### src/rtl/core/itrd_pkg.sv
package itrd_pkg;

  // configuration register widths and indexes
  localparam int unsigned RADIX_W   = 5;
  localparam int unsigned SYM_W     = 64;
  localparam int unsigned CFG_IDX_W = 2;
  localparam int unsigned CFG_W     = 64;

  localparam logic [CFG_IDX_W-1:0] REG_RADIX    = 2'd0;
  localparam logic [CFG_IDX_W-1:0] REG_SYM_LOW  = 2'd1;
  localparam logic [CFG_IDX_W-1:0] REG_SYM_HIGH = 2'd2;

  localparam logic [RADIX_W-1:0] RADIX_RST    = 5'd10;
  localparam logic [SYM_W-1:0]   SYM_LOW_RST  = 64'h3736_3534_3332_3130;
  localparam logic [SYM_W-1:0]   SYM_HIGH_RST = 64'h0000_0000_0000_3938;

  // symbol table and limits
  localparam int unsigned MAX_RADIX  = 16;
  localparam int unsigned MAX_CHARS  = 33;
  localparam int unsigned NUM_SYMS   = 16;
  localparam int unsigned DIGIT_W    = 4;
  localparam int unsigned DIGITS     = MAX_CHARS - 1;
  localparam int unsigned DIG_IDX_W  = $clog2(DIGITS);
  localparam int unsigned CNT_W      = $clog2(DIGITS + 1);
  localparam int unsigned VALUE_W    = 32;
  localparam int unsigned CHAR_W     = 8;

  localparam logic [CHAR_W-1:0] CHAR_PLUS  = 8'h2B;
  localparam logic [CHAR_W-1:0] CHAR_MINUS = 8'h2D;

  // controller states
  typedef enum logic [2:0] {
    ST_IDLE,
    ST_CHECK,
    ST_DIV,
    ST_SIGN,
    ST_EMIT,
    ST_EMPTY
  } itrd_state_t;

  // commands from controller to datapath
  typedef struct packed {
    logic load;
    logic div_step;
    logic div_last;
    logic emit_sign;
    logic emit_digit;
    logic emit_empty;
  } itrd_cmd_t;

  // status from datapath to controller
  typedef struct packed {
    logic table_ok;
    logic div_done;
    logic neg;
    logic out_free;
    logic emit_last;
  } itrd_stat_t;

endpackage

### src/rtl/core/itrd_ctrl.sv
module itrd_ctrl (
  input  logic                clk,
  input  logic                rst_n,
  input  logic                in_valid,
  output logic                in_ready,
  input  itrd_pkg::itrd_stat_t st,
  output itrd_pkg::itrd_cmd_t  cmd
);

  itrd_pkg::itrd_state_t state_r, state_nxt;
  logic [1:0]            byte_cnt_r, byte_cnt_nxt;

  // state and byte counter registers
  always_ff @(posedge clk) begin
    if (!rst_n) begin
      state_r    <= itrd_pkg::ST_IDLE;
      byte_cnt_r <= 2'd0;
    end else begin
      state_r    <= state_nxt;
      byte_cnt_r <= byte_cnt_nxt;
    end
  end

  // next state and commands
  always_comb begin
    state_nxt    = state_r;
    byte_cnt_nxt = byte_cnt_r;
    in_ready     = 1'b0;
    cmd          = '0;
    case (state_r)
      itrd_pkg::ST_IDLE: begin
        in_ready = 1'b1;
        if (in_valid) begin
          cmd.load  = 1'b1;
          state_nxt = itrd_pkg::ST_CHECK;
        end
      end
      itrd_pkg::ST_CHECK: begin
        byte_cnt_nxt = 2'd0;
        state_nxt    = st.table_ok ? itrd_pkg::ST_DIV : itrd_pkg::ST_EMPTY;
      end
      itrd_pkg::ST_DIV: begin
        cmd.div_step = 1'b1;
        cmd.div_last = (byte_cnt_r == 2'd3);
        byte_cnt_nxt = byte_cnt_r + 2'd1;
        if (cmd.div_last && st.div_done) begin
          state_nxt = st.neg ? itrd_pkg::ST_SIGN : itrd_pkg::ST_EMIT;
        end
      end
      itrd_pkg::ST_SIGN: begin
        if (st.out_free) begin
          cmd.emit_sign = 1'b1;
          state_nxt     = itrd_pkg::ST_EMIT;
        end
      end
      itrd_pkg::ST_EMIT: begin
        if (st.out_free) begin
          cmd.emit_digit = 1'b1;
          if (st.emit_last) begin
            state_nxt = itrd_pkg::ST_IDLE;
          end
        end
      end
      itrd_pkg::ST_EMPTY: begin
        if (st.out_free) begin
          cmd.emit_empty = 1'b1;
          state_nxt      = itrd_pkg::ST_IDLE;
        end
      end
      default: begin
        state_nxt = itrd_pkg::ST_IDLE;
      end
    endcase
  end

endmodule

### src/rtl/core/itrd_dpath.sv
module itrd_dpath (
  input  logic                                clk,
  input  logic                                rst_n,
  input  logic                                cfg_wr_en,
  input  logic [itrd_pkg::CFG_IDX_W-1:0]      cfg_index,
  input  logic [itrd_pkg::CFG_W-1:0]          cfg_data,
  input  logic signed [itrd_pkg::VALUE_W-1:0] in_value,
  input  itrd_pkg::itrd_cmd_t                 cmd,
  output itrd_pkg::itrd_stat_t                st,
  output logic                                out_valid,
  input  logic                                out_ready,
  output logic [itrd_pkg::CHAR_W-1:0]         out_character,
  output logic                                out_last,
  output logic                                out_empty_res
);

  logic [itrd_pkg::RADIX_W-1:0]   radix_r;
  logic [itrd_pkg::SYM_W-1:0]     sym_low_r, sym_high_r;
  logic                           table_ok_r, table_ok_nxt;
  logic [itrd_pkg::VALUE_W-1:0]   mag_r, mag_nxt;
  logic [itrd_pkg::DIGIT_W-1:0]   rem_r, rem_nxt;
  logic                           neg_r;
  logic [itrd_pkg::CNT_W-1:0]     cnt_r;
  logic [itrd_pkg::DIGIT_W-1:0]   digit_store [itrd_pkg::DIGITS];
  logic [itrd_pkg::CHAR_W-1:0]    syms [itrd_pkg::NUM_SYMS];
  logic [itrd_pkg::CNT_W-1:0]     rd_cnt;
  logic [itrd_pkg::DIGIT_W-1:0]   rd_digit;
  logic                           out_valid_r;
  logic [itrd_pkg::CHAR_W-1:0]    out_char_r;
  logic                           out_last_r, out_empty_r;

  // configuration registers
  always_ff @(posedge clk) begin
    if (!rst_n) begin
      radix_r    <= itrd_pkg::RADIX_RST;
      sym_low_r  <= itrd_pkg::SYM_LOW_RST;
      sym_high_r <= itrd_pkg::SYM_HIGH_RST;
    end else if (cfg_wr_en) begin
      case (cfg_index)
        itrd_pkg::REG_RADIX:    radix_r    <= cfg_data[itrd_pkg::RADIX_W-1:0];
        itrd_pkg::REG_SYM_LOW:  sym_low_r  <= cfg_data;
        itrd_pkg::REG_SYM_HIGH: sym_high_r <= cfg_data;
        default: ;
      endcase
    end
  end

  // symbol table split into bytes
  always_comb begin
    for (int i = 0; i < 8; i++) begin
      syms[i]     = sym_low_r[i*8 +: 8];
      syms[i + 8] = sym_high_r[i*8 +: 8];
    end
  end

  // table check: radix range, forbidden symbols, all pairs distinct
  always_comb begin
    table_ok_nxt = radix_r inside
                   {[itrd_pkg::RADIX_W'(2):itrd_pkg::RADIX_W'(itrd_pkg::MAX_RADIX)]};
    for (int i = 0; i < itrd_pkg::NUM_SYMS; i++) begin
      if (itrd_pkg::RADIX_W'(i) < radix_r) begin
        if (syms[i] inside {itrd_pkg::CHAR_PLUS, itrd_pkg::CHAR_MINUS}) begin
          table_ok_nxt = 1'b0;
        end
        for (int j = i + 1; j < itrd_pkg::NUM_SYMS; j++) begin
          if ((itrd_pkg::RADIX_W'(j) < radix_r) && (syms[j] == syms[i])) begin
            table_ok_nxt = 1'b0;
          end
        end
      end
    end
  end

  always_ff @(posedge clk) begin
    if (!rst_n) begin
      table_ok_r <= 1'b0;
    end else begin
      table_ok_r <= table_ok_nxt;
    end
  end

  // one byte of restoring division by the radix per cycle
  always_comb begin
    logic [itrd_pkg::RADIX_W-1:0] t;
    logic [7:0]                   qbyte;
    logic [itrd_pkg::DIGIT_W-1:0] rem;
    rem   = rem_r;
    qbyte = 8'd0;
    for (int k = 7; k >= 0; k--) begin
      t = {rem, mag_r[24 + k]};
      if (t >= radix_r) begin
        t        = t - radix_r;
        qbyte[k] = 1'b1;
      end
      rem = t[itrd_pkg::DIGIT_W-1:0];
    end
    rem_nxt = rem;
    mag_nxt = {mag_r[23:0], qbyte};
  end

  // magnitude, sign, digit count and digit store
  always_ff @(posedge clk) begin
    if (!rst_n) begin
      mag_r <= '0;
      rem_r <= '0;
      neg_r <= 1'b0;
      cnt_r <= '0;
    end else if (cmd.load) begin
      neg_r <= in_value[itrd_pkg::VALUE_W-1];
      mag_r <= in_value[itrd_pkg::VALUE_W-1] ? (~in_value + 1'b1) : in_value;
      rem_r <= '0;
      cnt_r <= '0;
    end else if (cmd.div_step) begin
      mag_r <= mag_nxt;
      if (cmd.div_last) begin
        digit_store[cnt_r[itrd_pkg::DIG_IDX_W-1:0]] <= rem_nxt;
        cnt_r <= cnt_r + 1'b1;
        rem_r <= '0;
      end else begin
        rem_r <= rem_nxt;
      end
    end else if (cmd.emit_digit) begin
      cnt_r <= rd_cnt;
    end
  end

  // digits are read back most significant first
  assign rd_cnt   = cnt_r - 1'b1;
  assign rd_digit = digit_store[rd_cnt[itrd_pkg::DIG_IDX_W-1:0]];

  // output word register
  always_ff @(posedge clk) begin
    if (!rst_n) begin
      out_valid_r <= 1'b0;
    end else if (cmd.emit_sign || cmd.emit_digit || cmd.emit_empty) begin
      out_valid_r <= 1'b1;
    end else if (out_ready) begin
      out_valid_r <= 1'b0;
    end
  end

  always_ff @(posedge clk) begin
    if (cmd.emit_sign) begin
      out_char_r  <= itrd_pkg::CHAR_MINUS;
      out_last_r  <= 1'b0;
      out_empty_r <= 1'b0;
    end else if (cmd.emit_digit) begin
      out_char_r  <= syms[rd_digit];
      out_last_r  <= (cnt_r == itrd_pkg::CNT_W'(1));
      out_empty_r <= 1'b0;
    end else if (cmd.emit_empty) begin
      out_char_r  <= '0;
      out_last_r  <= 1'b1;
      out_empty_r <= 1'b1;
    end
  end

  assign out_valid     = out_valid_r;
  assign out_character = out_char_r;
  assign out_last      = out_last_r;
  assign out_empty_res = out_empty_r;

  // status to the controller
  assign st.table_ok  = table_ok_r;
  assign st.div_done  = (mag_nxt == '0) ||
                        (cnt_r == itrd_pkg::CNT_W'(itrd_pkg::DIGITS - 1));
  assign st.neg       = neg_r;
  assign st.out_free  = !out_valid_r || out_ready;
  assign st.emit_last = (cnt_r == itrd_pkg::CNT_W'(1));

  // checks
  a_emit_slot_free: assert property (@(posedge clk) disable iff (!rst_n)
    (cmd.emit_sign || cmd.emit_digit || cmd.emit_empty) |-> st.out_free)
    else $error("word emitted while output slot busy");

  a_digit_present: assert property (@(posedge clk) disable iff (!rst_n)
    cmd.emit_digit |-> (cnt_r != '0))
    else $error("digit emitted with no digits stored");

  a_rem_bound: assert property (@(posedge clk) disable iff (!rst_n)
    cmd.div_step |-> ({1'b0, rem_r} < radix_r))
    else $error("division remainder not below radix");

  a_div_valid_table: assert property (@(posedge clk) disable iff (!rst_n)
    cmd.div_step |-> table_ok_r)
    else $error("division started with invalid symbol table");

  a_empty_is_last: assert property (@(posedge clk) disable iff (!rst_n)
    (out_valid_r && out_empty_r) |-> out_last_r)
    else $error("empty result not marked last");

endmodule

### src/rtl/core/integer_to_radix_digits_top.sv
// Converts a signed 32-bit value to text in a configurable radix (2 to 16), one character
// word per output transfer, most significant first, a leading '-' for negatives and last
// set on the final character; an invalid radix or symbol table gives one empty word.
// One item at a time: after acceptance the table is checked, then each digit is found by
// dividing the magnitude a byte at a time in the shared divide-by-radix unit (8 quotient
// bits per cycle), then the characters follow, one per cycle while the output accepts them
// (an item has 1 to 32 digits; decimal is at most 10).
module integer_to_radix_digits_top (
  input  logic                                clk,
  input  logic                                rst_n,
  input  logic                                cfg_wr_en,
  input  logic [itrd_pkg::CFG_IDX_W-1:0]      cfg_index,
  input  logic [itrd_pkg::CFG_W-1:0]          cfg_data,
  input  logic                                in_valid,
  output logic                                in_ready,
  input  logic signed [itrd_pkg::VALUE_W-1:0] in_value,
  output logic                                out_valid,
  input  logic                                out_ready,
  output logic [itrd_pkg::CHAR_W-1:0]         out_character,
  output logic                                out_last,
  output logic                                out_empty_res
);

  itrd_pkg::itrd_cmd_t  cmd;
  itrd_pkg::itrd_stat_t st;

  // sequencer
  itrd_ctrl u_ctrl (
    .clk      (clk),
    .rst_n    (rst_n),
    .in_valid (in_valid),
    .in_ready (in_ready),
    .st       (st),
    .cmd      (cmd)
  );

  // divider, digit store and output register
  itrd_dpath u_dpath (
    .clk           (clk),
    .rst_n         (rst_n),
    .cfg_wr_en     (cfg_wr_en),
    .cfg_index     (cfg_index),
    .cfg_data      (cfg_data),
    .in_value      (in_value),
    .cmd           (cmd),
    .st            (st),
    .out_valid     (out_valid),
    .out_ready     (out_ready),
    .out_character (out_character),
    .out_last      (out_last),
    .out_empty_res (out_empty_res)
  );

endmodule

### config.mk
export PLATFORM = sky130hd
export DESIGN_NAME = integer_to_radix_digits_top
export DESIGN_NICKNAME = d
export VERILOG_FILES = /design/src/rtl/core/itrd_pkg.sv /design/src/rtl/core/itrd_ctrl.sv /design/src/rtl/core/itrd_dpath.sv /design/src/rtl/core/integer_to_radix_digits_top.sv
export SDC_FILE = /design/constraint.sdc
export NUM_CORES = 2
export LEC_CHECK = 0
export BUFFER_PORTS_ARGS = -buffer_cell sky130_fd_sc_hd__buf_2
export CAP_MARGIN = 15
export CORE_ASPECT_RATIO = 0.9
export CORE_MARGIN = 5
export CORE_UTILIZATION = 66
export DETAILED_ROUTE_END_ITERATION = 8
export PLACE_DENSITY = 0.84
export SLEW_MARGIN = 40
export SYNTH_ARGS = -nofsm -noshare
export SYNTH_HDL_FRONTEND = slang
export SYNTH_SLANG_ARGS = --single-unit
### constraint.sdc
create_clock -name clk -period 22.2 [get_ports clk]
set_input_delay 4.44 -clock clk [delete_from_list [all_inputs] [get_ports clk]]
set_output_delay 4.44 -clock clk [all_outputs]
set_load 0.02 [all_outputs]
Yosys cells after proc, flatten, opt, wreduce, memory -nomap -nowiden
Memories as Yosys holds them, arrays and structs flattened.
Index checks and enable logic that the tools add are counted.
- add/sub/neg operators: 12
- order comparisons: 27
- equal/unequal tests: 169
- multiplexer cells: 207
- bitwise operators: 3
- reductions and logical operators: 158
- operators by type and width (cell ; number):
    8-bit equality test ; 120
    8-bit by 6-bit equality test with 1-bit output, second input constant ; 32
    1-bit 2-to-1 mux ; 176
    1-bit logical AND ; 122
    32-bit 2-to-1 mux ; 3
    2-bit nonzero test ; 21
    5-bit >= comparator ; 8
    4-bit by 5-bit less-than comparator with 1-bit output, first input constant ; 8
    4-bit 2-to-1 mux ; 9
    32-bit by 1-bit adder with 32-bit output, second input constant ; 1
    8-bit binary-select mux with 4-bit select ; 1
    32-bit logical NOT ; 1
    8-bit 2-to-1 mux ; 4
    32-bit NOT ; 1
    4-bit subtractor ; 8
    3-bit 2-to-1 mux ; 8
    3-bit by 5-bit less-than comparator with 1-bit output, first input constant ; 4
    6-bit 2-to-1 mux ; 3
    3-bit one-hot mux with 6 select lines ; 1
    2-bit != test, second input constant ; 6
    1-bit by 5-bit less-than comparator with 1-bit output, first input constant ; 2
    2-bit by 5-bit less-than comparator with 1-bit output, first input constant ; 2
    2-bit AND reduction ; 4
    6-bit by 1-bit adder with 6-bit output, second input constant ; 1
    23 further kinds ; 30
- register bits: 193
- RAM bits: 128
- memories: 1
- memories (memory ; words ; width ; read ports ; clocked after memory_dff ; wr ports ; RTL line ; RTL):
    u_dpath.digit_store ; 32 ; 4 ; 1 ; 0 ; 1 ; itrd_dpath.sv:24 ; logic [itrd_pkg::DIGIT_W-1:0] digit_store [itrd_pkg::DIGITS];

Logic depth before layout (Yosys ltp)
- depth after elaboration: 154
- mapped depth: 63
- gate-level depth less buffers: 60

By module
From an unflattened synthesis, not the netlist that was laid out.
- cell total of the unflattened synthesis: 3336
- area, all modules: 28538.6 um^2
- modules (own cells, without submodules) (module ; instances ; cells an instance ; area each (um^2)):
    itrd_dpath ; 1 ; 3283 ; 28127.0
    itrd_ctrl ; 1 ; 53 ; 411.6

Worst setup path after synthesis
Ideal clock, no wire load.
- path type: register -> register
- start point: register u_dpath.radix_r[1] (netlist bit)
- end point: memory u_dpath.digit_store[0][1] (netlist bit) (data pin)
- setup time: 392 ps
- data arrival time: 12443 ps
- required time: 21808 ps
- setup slack: 9365 ps
- cell stages (with the launch flop): 61
- buffers on the path: 4
- clock period less this slack: 12835 ps
- cell sequence: dfxtp_1 buf_4 inv_1 ha_1 a21o_1 a21o_1 a21o_1 a21o_1 clkbuf_1 mux2i_1 ha_1 a21o_1 a21o_1 a21o_1 a21o_1 mux2_2 inv_1 ha_1 (+25 left out) a21o_1 mux2_2 inv_1 ha_1 a21o_1 a21o_1 a21o_1 a21o_1 clkbuf_1 mux2_2 inv_1 ha_1 a21o_1 a21o_1 a21o_1 a21o_1 clkbuf_1 mux2i_1
- cells in the longest elaborated chain, start to end: 16
- elaborated cells on any way between the ends: 24
- ends and longest elaborated chain (what ; RTL line ; RTL):
    from (decl) ; itrd_dpath.sv:17 ; logic [itrd_pkg::RADIX_W-1:0] radix_r;
    from (signal assigned) ; itrd_dpath.sv:35 ; radix_r <= itrd_pkg::RADIX_RST;
    from (signal assigned) ; itrd_dpath.sv:40 ; itrd_pkg::REG_RADIX: radix_r <= cfg_data[itrd_pkg::RADIX_W-1:0];
    4-bit subtractor or 5-bit >= comparator (tied branches) ; itrd_dpath.sv:92, itrd_dpath.sv:91 ;
    4-bit 2-to-1 mux ; itrd_dpath.sv:91 ; if (t >= radix_r) begin
    4-bit subtractor or 5-bit >= comparator (tied branches) ; itrd_dpath.sv:92, itrd_dpath.sv:91 ;
    4-bit 2-to-1 mux ; itrd_dpath.sv:91 ;
    4-bit subtractor or 5-bit >= comparator (tied branches) ; itrd_dpath.sv:92, itrd_dpath.sv:91 ;
    4-bit 2-to-1 mux ; itrd_dpath.sv:91 ;
    5-bit >= comparator or 4-bit subtractor (tied branches) ; itrd_dpath.sv:91, itrd_dpath.sv:92 ;
    4-bit 2-to-1 mux ; itrd_dpath.sv:91 ;
    4-bit subtractor or 5-bit >= comparator (tied branches) ; itrd_dpath.sv:92, itrd_dpath.sv:91 ;
    4-bit 2-to-1 mux ; itrd_dpath.sv:91 ;
    4-bit subtractor or 5-bit >= comparator (tied branches) ; itrd_dpath.sv:92, itrd_dpath.sv:91 ;
    4-bit 2-to-1 mux ; itrd_dpath.sv:91 ;
    5-bit >= comparator or 4-bit subtractor (tied branches) ; itrd_dpath.sv:91, itrd_dpath.sv:92 ;
    4-bit 2-to-1 mux ; itrd_dpath.sv:91 ;
    4-bit subtractor or 5-bit >= comparator (tied branches) ; itrd_dpath.sv:92, itrd_dpath.sv:91 ;
    4-bit 2-to-1 mux * ; itrd_dpath.sv:91 ;
    via u_dpath.rem_nxt, one bit ; itrd_dpath.sv:21 ; logic [itrd_pkg::DIGIT_W-1:0] rem_r, rem_nxt;
    to (decl) ; itrd_dpath.sv:24 ;
Mark *: on every way through the listed nets, which the timed path passes. The rest lies on a longest branch.

Worst setup path in the final report
- start point: register u_dpath.radix_r[2] (netlist bit)
- end point: register u_dpath.rem_r[2] (netlist bit)
- cells in the longest elaborated chain, start to end: 17
- elaborated cells on any way between the ends: 25
- ends and longest elaborated chain (what ; RTL line ; RTL):
    4-bit subtractor or 5-bit >= comparator (tied branches) ; itrd_dpath.sv:92, itrd_dpath.sv:91 ;
    4-bit 2-to-1 mux ; itrd_dpath.sv:91 ;
    4-bit subtractor or 5-bit >= comparator (tied branches) ; itrd_dpath.sv:92, itrd_dpath.sv:91 ;
    4-bit 2-to-1 mux ; itrd_dpath.sv:91 ;
    5-bit >= comparator or 4-bit subtractor (tied branches) ; itrd_dpath.sv:91, itrd_dpath.sv:92 ;
    4-bit 2-to-1 mux ; itrd_dpath.sv:91 ;
    4-bit subtractor or 5-bit >= comparator (tied branches) ; itrd_dpath.sv:92, itrd_dpath.sv:91 ;
    4-bit 2-to-1 mux ; itrd_dpath.sv:91 ;
    (+2 left out) ; -- ;
    4-bit subtractor or 5-bit >= comparator (tied branches) ; itrd_dpath.sv:92, itrd_dpath.sv:91 ;
    4-bit 2-to-1 mux ; itrd_dpath.sv:91 ;
    5-bit >= comparator or 4-bit subtractor (tied branches) ; itrd_dpath.sv:91, itrd_dpath.sv:92 ;
    4-bit 2-to-1 mux ; itrd_dpath.sv:91 ;
    4-bit subtractor or 5-bit >= comparator (tied branches) ; itrd_dpath.sv:92, itrd_dpath.sv:91 ;
    4-bit 2-to-1 mux * ; itrd_dpath.sv:91 ;
    via u_dpath.rem_nxt, one bit ; itrd_dpath.sv:21 ;
    4-bit 2-to-1 mux * ; itrd_dpath.sv:115 ; if (cmd.div_last) begin
    to (signal assigned) ; itrd_dpath.sv:120 ; rem_r <= rem_nxt;
    to (decl) ; itrd_dpath.sv:21 ;
Marked as above.
A chain may end at the register's enable or synchronous reset.

==> results.json <==
{
  "status": "finished, violations left",
  "violations": "DRC",
  "syn_area_mm2": 0.0286,
  "synth_top_family_by_area": "XOR/XNOR gates",
  "wl_per_cell_um": 29.1,
  "yosysSeqAreaShare_pct": 26.9,
  "synth-compound-area-share_pct": 9.42,
  "clock_sinks": 321,
  "dieArea_mm2": 0.0476,
  "synth_nets": 3484,
  "fin_tns_setup_ps": 0,
  "dieHeight_um": 208,
  "synthFlopType": "dfxtp_1",
  "vias_per_cell": 7.22,
  "start_kind": "flip-flop",
  "overflow": 0,
  "rows": 72,
  "grt_pass1_wl_mm": 165,
  "place_ws_ps": 9080,
  "hp-class": "flip-flop to flip-flop",
  "required_ps": 22690,
  "drt_iter0_drc": 4762,
  "synthToLayoutAreaGrowth_pct": 7.35,
  "cap_violations": 0,
  "slowest_stage": "dfxtp_1",
  "leakage_nw": 11.2,
  "setup_viol": 0,
  "worst_slack_ps": 9000,
  "cts_tree": "built",
  "start_util_pct": 66.6,
  "finalHoldViolCount": 0,
  "postRouteAntennaNets": 0,
  "cts_inserted_buffers": 35,
  "nets": 3428,
  "rsz0062_at_grt": "no",
  "final_layout_size_suffix_gt1_share_pct": 13.4,
  "ys_async_sr_fraction_pct": 0,
  "vias": 27800,
  "power_frac_seq_pct": 35.1,
  "syn_avg_cell_area_um2": 8.61,
  "htree_levels": 2,
  "synth.distinct_cells": 84,
  "grt_pass1_vias": 27000,
  "dp_hpwl_mm": 70.9,
  "clockRootBuffer": "clkbuf_16",
  "ios": 115,
  "drtPass1Iterations": 9,
  "period_share_pct": 59.5,
  "hold_buffers": 0,
  "post_cts_buffers": 0,
  "coreArea_mm2": 0.0430,
  "tightest_slew_ps": 935,
  "die_width_um": 230,
  "synth_edf_count": 128,
  "fmax_mhz": 75.8,
  "fin_skew_ps": 40.3,
  "layoutNonFillerInstCount": 3853,
  "gp_congestion": 1.07,
  "clk_path_buf_depth": 3,
  "cts_resized": 0,
  "cp_max_fo": 33,
  "p_total_mw": 3.42,
  "post-route-min-period_ps": 13200,
  "synthAdderAreaFrac_pct": 2.61,
  "ys_warn_count": 0,
  "slew_headroom_pct": 36.9,
  "cp-end-kind": "flip-flop",
  "pwr-share-clk_pct": 17.9,
  "p_switching_mw": 1.40,
  "p_int_mw": 2.02,
  "muxShareOfSynthArea_pct": 6.49,
  "yosys.area_share.simple_pct": 16.8,
  "drv_slew": 0,
  "max_stage_delay_ps": 690,
  "antenna_found_initial": 3,
  "portBuffers": 114,
  "swShare_pct": 41.0,
  "num-fill-cells": 3179,
  "grt_max_degree": 82,
  "powerDensity_mw_per_mm2": 111,
  "clk_pin_slew_ps": 60,
  "max-vdd-ir-drop_uv": 294,
  "place_inst": 3788,
  "finalWirelength_mm": 112,
  "path_class": "flip-flop to flip-flop",
  "pwr-share-comb_pct": 47.0,
  "synthXorXnorAreaFrac_pct": 31.3,
  "drcViolationCount": 71,
  "cp.arrival_ps": 13690,
  "cp_common_cell": "a21o_1",
  "syn_inst": 3326,
  "grt_usage_pct": 44.8,
  "ys_seq_elements": 321,
  "clk_latency_ps": 610
}
==> Yosys cell counts, types with 9 or more instances <==
| library cell | instances | share of area, % |
|---|---|---|
| mux2i_1 | 73 | 2.6 |
| nand2b_1 | 14 | 0.31 |
| ha_1 | 47 | 2.1 |
| nor2b_1 | 11 | 0.24 |
| nand2_1 | 349 | 4.6 |
| o211ai_1 | 16 | 0.42 |
| nand4_1 | 161 | 3.5 |
| buf_6 | 12 | 0.47 |
| a31oi_1 | 29 | 0.63 |
| a221oi_1 | 15 | 0.46 |
| inv_1 | 49 | 0.64 |
| o31ai_1 | 12 | 0.31 |
| buf_2 | 144 | 2.5 |
| mux2_2 | 34 | 1.3 |
| o21ai_0 | 33 | 0.58 |
| xnor2_1 | 685 | 21 |
| xor2_1 | 333 | 10 |
| a21o_1 | 38 | 1.0 |
| a22oi_1 | 22 | 0.58 |
| o22ai_1 | 12 | 0.26 |
| nor4_1 | 118 | 2.6 |
| clkbuf_1 | 112 | 1.5 |
| o41ai_1 | 9 | 0.28 |
| edfxtp_1 | 128 | 13 |
| buf_1 | 92 | 1.2 |
| nor2_1 | 110 | 1.4 |
| nand4b_1 | 9 | 0.28 |
| nand3_1 | 67 | 1.2 |
| mux4_2 | 32 | 2.5 |
| nor3_1 | 65 | 1.1 |
| a21oi_1 | 167 | 2.9 |
| dfxtp_1 | 193 | 13 |
==> cell usage in the layout, fill, tap and decap left out, drive strengths merged, types with 7 or more instances in the layout <==
cell	Yosys	final
clkbuf	112	47
fa	8	8
a21oi	168	168
a221oi	17	17
buf	254	273
nor2	111	111
nor3	66	66
clkinv	1	7
o31ai	12	12
nand4	161	161
mux2	36	36
edfxtp	128	128
a21o	38	38
a22oi	23	23
inv	50	53
nand2b	14	14
o41ai	9	9
nand3	67	67
o211ai	16	16
o22ai	12	12
ha	47	47
mux2i	73	73
xor2	333	333
nor2b	12	12
xnor2	687	687
nand2	349	349
mux4	32	32
o21ai	36	36
a31oi	30	30
nor4	121	121
nor4b	8	8
dfxtp	193	193
nand4b	9	9
==> layout make-up <==
type / count / area (um2) / share of cell area [%]
Tap cell: 555 / 694 / 2.26
Inverter: 51 / 195 / 0.635
Clock buffer: 47 / 1020 / 3.33
Sequential cell: 321 / 7710 / 25.1
Timing Repair Buffer: 273 / 1800 / 5.84
Multi-Input combinational cell: 2588 / 19100 / 62.2
Clock inverter: 14 / 178 / 0.578
Antenna cell: 4 / 10.0 / 0.0326
==> sequential cells by signal (all words and copies together) (netlist names), 4 cells and up <==
signal / count
u_dpath.sym_high_r: 64
u_dpath.rem_r: 4
u_dpath.digit_store: 128
u_dpath.sym_low_r: 64
u_dpath.out_character: 8
u_dpath.cnt_r: 6
u_dpath.radix_r: 5
u_dpath.mag_r: 32
==> critical path, delay by kind of cell, from the launching register on <==
family,cells,cell delay [ps]
and+or+nand+nor,2,240
AOI/OAI and AO/OA,31,6190
adders and majority gates,8,2140
muxes,8,2950
DFF,1,690
buffers and inverters,7,870
==> logic make-up after synthesis <==
group / count (synthesis)
mux: 141
compound gates: 413
flops: 321
xor+xnor: 1020
buf+inv: 417
fa+ha+maj: 55
simple gates: 959
==> layer usage <==
layer | wire length (um) | GRT usage (%) | vias to the layer above
li1 | - | - | 11300
met3 | 18800 | 21.1 | 871
met2 | 44400 | 62.4 | 2550
met1 | 40200 | 56.8 | 13100
met5 | 0 | 0 | -
met4 | 8660 | 26.2 | 0
==> final timing paths <==
path         slack (ps)              startpoint  cells past startpoint                     end
min reg2reg         460  u_dpath.sym_high_r[53]                      2  u_dpath.sym_high_r[53]
max                9000      u_dpath.radix_r[2]                     56        u_dpath.rem_r[2]
max reg2reg        9000      u_dpath.radix_r[2]                     56        u_dpath.rem_r[2]
min                 460  u_dpath.sym_high_r[53]                      2  u_dpath.sym_high_r[53]
==> power groups by stage <==
| stage | sequential, mW | clock, mW | combinational (mW) |
|---|---|---|---|
| 3_3_place_gp | 1.21 | 0 | 1.47 |
| 4_1_cts | 1.20 | 0.611 | 1.57 |
| 5_1_grt | 1.20 | 0.643 | 1.74 |
| 2_1_floorplan | 1.21 | 0 | 1.07 |
| 3_5_place_dp | 1.21 | 0 | 1.57 |
| 6_report | 1.20 | 0.614 | 1.61 |
==> through the flow <==
step                      utilization, %  instance area [um2]  hold WS, ps
final                               71.5                30700          461
after CTS                           71.5                30700          463
after floorplan                        -                28600          450
after global placement              68.5                29400          443
after detailed placement            68.7                29500          451
after global routing                71.5                30700          484
(Power assumes the default switching activity.)
